==> config.mk <==
export PLATFORM = sky130hd
export DESIGN_NAME = mrdo_front
export DESIGN_NICKNAME = d
export VERILOG_FILES = /design/src/rtl/mrdo_pkg.sv /design/src/rtl/mrdo_front.sv
export SDC_FILE = /design/constraint.sdc
export NUM_CORES = 1
export LEC_CHECK = 0
export BUFFER_PORTS_ARGS = -buffer_cell sky130_fd_sc_hd__clkbuf_2
export CAP_MARGIN = 20
export CORE_ASPECT_RATIO = 0.5
export CORE_MARGIN = 5
export CORE_UTILIZATION = 46
export DETAILED_ROUTE_END_ITERATION = 8
export PLACE_DENSITY_LB_ADDON = 0.2
export SYNTH_ARGS = -nofsm -noshare
export SYNTH_HDL_FRONTEND = slang
export SYNTH_SLANG_ARGS = --single-unit
export TNS_END_PERCENT = 20
==> constraint.sdc <==
create_clock -name clk -period 2.03 [get_ports clk]
set_input_delay 0.3045 -clock clk [delete_from_list [all_inputs] [get_ports clk]]
set_output_delay 0.3045 -clock clk [all_outputs]
set_load 0.05 [all_outputs]
==> src/rtl/mrdo_pkg.sv <==
package mrdo_pkg;

	localparam int RING_BYTES_DEF   = 1024;
	localparam int MAX_MESSAGES_DEF = 1024;
	localparam int MAX_READ_DEF     = 64;

	localparam int LEN_W   = 11;
	localparam int LIMIT_W = 7;

	localparam logic [1:0] KIND_STATUS  = 2'd0;
	localparam logic [1:0] KIND_DATA    = 2'd1;
	localparam logic [1:0] KIND_NOTHING = 2'd2;

	localparam logic CMD_PUSH = 1'b0;
	localparam logic CMD_READ = 1'b1;

	typedef struct packed {
		logic               cmd;
		logic               first_byte;
		logic [LEN_W-1:0]   msg_len;
		logic [7:0]         data_byte;
		logic [LIMIT_W-1:0] read_limit;
	} item_t;

endpackage

==> src/rtl/mrdo_front.sv <==
module mrdo_front (
	input  logic           clk,
	input  logic           arst_n,
	input  logic           in_valid,
	output logic           in_ready,
	input  mrdo_pkg::item_t in_item,
	output logic           q_valid,
	input  logic           q_pop,
	output mrdo_pkg::item_t q_item
);
	// two-entry word queue between the port and the engine
	mrdo_pkg::item_t slot_q [2];
	logic       wp_q, rp_q;
	logic [1:0] cnt_q;
	logic       push, pop;

	assign in_ready = (cnt_q != 2'd2);
	assign q_valid  = (cnt_q != 2'd0);
	assign q_item   = slot_q[rp_q];
	assign push     = in_valid && in_ready;
	assign pop      = q_pop && q_valid;

	always_ff @(posedge clk) begin
		if (push) begin
			slot_q[wp_q] <= in_item;
		end
	end

	always_ff @(posedge clk or negedge arst_n) begin
		if (!arst_n) begin
			wp_q  <= 1'b0;
			rp_q  <= 1'b0;
			cnt_q <= 2'd0;
		end else begin
			if (push) wp_q <= ~wp_q;
			if (pop) rp_q <= ~rp_q;
			if (push && !pop) cnt_q <= cnt_q + 2'd1;
			else if (pop && !push) cnt_q <= cnt_q - 2'd1;
		end
	end
endmodule

==> results.md <==
- RSZ-0062 raised after global routing: no
- Die area: 6505 um2
- Post-Synth Simple-Gate Area: 0.01493
- Leakage power: 0.001148 uW
- Initial Util: 0.4672
- Clock root buffer: clkbuf_8
- Most used flip-flop cell after synthesis: edfxtp_1
- Post-route ant nets: 0
- R2R depth: 6
- Top post-synthesis cells by area: edfxtp_1 (74%), mux2_2 (9.0%), mux2_4 (6.6%), dfrtp_1 (4.4%), xnor2_1 (1.2%)
- Worst-Margin Slew: 300.8 ps
- Mapped Avg Cell Area: 21.54 um2
- Min cycle time layout: 1913 ps
- IO Count: 62
- Detail Route met3 WL: 254 um
- Total CTS buffers: 9
- Via Count: 1149
- Pwr dens: 1709 nW/um2
- Met1 wire length: 1428 um
- Compound-Gate Fraction of Synth Area: 0
- Pwr Total: 4913 uW
- H-tree depth: 3
- Global route overflow: 0
- Floorplan core area: 4842 um2
- Mux cell area share after synthesis: 0.1560
- Largest net degree at the start of global routing: 27
- Fmax: 0.5228 GHz
- DP HPWL: 2560 um
- # setup viols final: 0
- WP data required: 1730 ps
- DRT iter0 DRCs: 30
- Initial antenna violation count: 0
- Yosys warns: 0
- Layout cells sized above 1: 0.5792
- DP Area: 2694 um2
- CP max FO: 19
- Register Area: 1782 um2
- Core utilization of the finished layout: 0.5935
- Min-delay worst type: in2reg
- GRT Overall Usage: 0.1302
- Post-Place Cells: 238
- Highest metal used: met4
- Netlist Area Pre-Place: 2262 um2
- Final instance area: 2874 um2
- Slew Limit Fails: 0
- Worst Hold Launch: in_item[13]
- VDD IR max: 0.0008030 V
- Area share of fa/ha/maj cells after synthesis: 0.005531
- Die Wd: 109.2 um
- PortBufs: 61
- Per-cell routed wire length: 14.72 um
- Core Rows: 18
- Layout Skew: 5.705 ps
- CTS Sinks: 60
- First-pass GRT wire length: 5954 um
- Worst R2R Start: cnt_q[0]
- Yosys top cell area share: 0.7434
- Diodes inserted: 0
- Vias in the first global route: 1328
- Clk_lat worst skew: 320 ps
- Synth Area in XOR/XNOR: 0.01936
- Startpoint Class: register
- Critical Path AT: 1610 ps
- Vias per inst: 4.542
- Placement Setup Slack: 443.8 ps
- Class of the most critical setup path: reg2out
- Clock transition at path regs: 60 ps
- Nets: 213
- CP startpoint: rp_q
- Routed wl met2: 2016 um
- Post-synth EDFFs: 56
- Yosys reg bits: 60
- Outcome: completed
- Post-CTS setup buffers: 0
- Setup WS post-layout: 117.4 ps
- Area Overhead vs Synth: 27.05%
- # fillers: 387
- Post-synth top cells: edfxtp_1 (56), mux2_2 (18), mux2_4 (10)
- DRC violations left: 0
- Crit share post-route: 0.9422
- Placer Congestion: 0.6763
- Hold Crit Depth: 1
- Die height: 59.59 um
- Ys async rst share: 0.06667
- Syn Nets: 138
- Syn Inst Count: 105
- Footprint of the multi-input gates: 450.4 um2
- CTS tree: done
- DR pass1 iterations: 4
- Slew headroom: 0.7994
- Longest Clk Path Bufs: 2
- Largest family of logic cells by synthesized area: multiplexers
- Largest area contributor in the netlist: edfxtp_1
- Most frequent cell after synthesis: edfxtp_1
- Sequential fraction of the synthesis area: 0.7876
- Fin. Hold Viols: 0
- Worst Setup End Kind: output pin
- WL final: 3725 um
- Max Cap Viol: 0
- Non-Filler Instances: 253
- Yosys cell types: 16
## cell type report
type	count	share of cell area
Multi-Input combinational cell	41	0.1567
Sequential cell	60	0.6199
Timing Repair Buffer	67	0.1323
Clock inverter	4	0.01480
Tap cell	70	0.03047
Clock buffer	10	0.04441
Inverter	1	0.001306
## critical path, cell delays in order (launching register included)
cell and delay, ps:
dfrtp_1 350, buf_4 310, mux2_2 380, clkbuf_2 240
## worst paths after layout
path                                  to  slack (ps)
max                           q_item[22]         120
min                        slot_q[0][13]         170
max reg2reg                     cnt_q[1]         490
min reg2reg                     cnt_q[1]         510
max in group asynchronous           rp_q        1570
min in group asynchronous       cnt_q[0]         340
## layout by cell type (no fill, tap or decap), types with 2 or more instances in the layout
| cell type | netlist | routed |
|---|---|---|
| mux2_2 | 18 | 18 |
| mux2_4 | 10 | 10 |
| edfxtp_1 | 56 | 56 |
| clkinv_1 | 0 | 2 |
| clkbuf_8 | 0 | 9 |
| dfrtp_1 | 4 | 4 |
| nand2_1 | 2 | 2 |
| buf_4 | 1 | 4 |
| xnor2_1 | 3 | 3 |
| buf_12 | 0 | 2 |
| clkbuf_2 | 0 | 60 |
| xor2_1 | 2 | 2 |
## repair_timing
| action | CTS | global route |
|---|---|---|
| endpoints found under the hold margin | 4 | 0 |
| hold buffers | 1 | 0 |
| resized for setup | 0 | 0 |
## power by group
group	internal [uW]	total (uW)	leakage, uW	switching [uW]
Clock	542	948	0.0000871	406
Sequential	1700	1790	0.000567	90.0
Combinational	682	2180	0.000494	1490
Total	2920	4910	0.00115	1990
## state kept, by name, summed over array words and instances (netlist names)
register	cells
rp_q	1
cnt_q	2
slot_q	56
wp_q	1
## metrics by stage
stage               hold WS [ps]  TNS, ps
CTS                        141.9        0
global placement           113.7        0
detailed placement         115.9        0
global route               137.5        0
finish                     165.3        0
floorplan                  8.909    -1319
## cells by family (layout without fill, tap and decap cells)
kind of cell             count (synthesis)  in the layout
XOR/XNOR                                 5              5
adder cells (fa/ha/maj)                  1              1
buffers and inverters                    4             82
flip-flops                              60             60
multiplexers                            28             28
AND/OR/NAND/NOR                          7              7
## layer usage
metal | global-route usage | vias up
met5 | 0 | -
met4 | 0.04263 | 0
met3 | 0.08161 | 2
met2 | 0.2269 | 33
met1 | 0.1300 | 562
li1 | - | 552
Power figures use the tool's default switching activity.
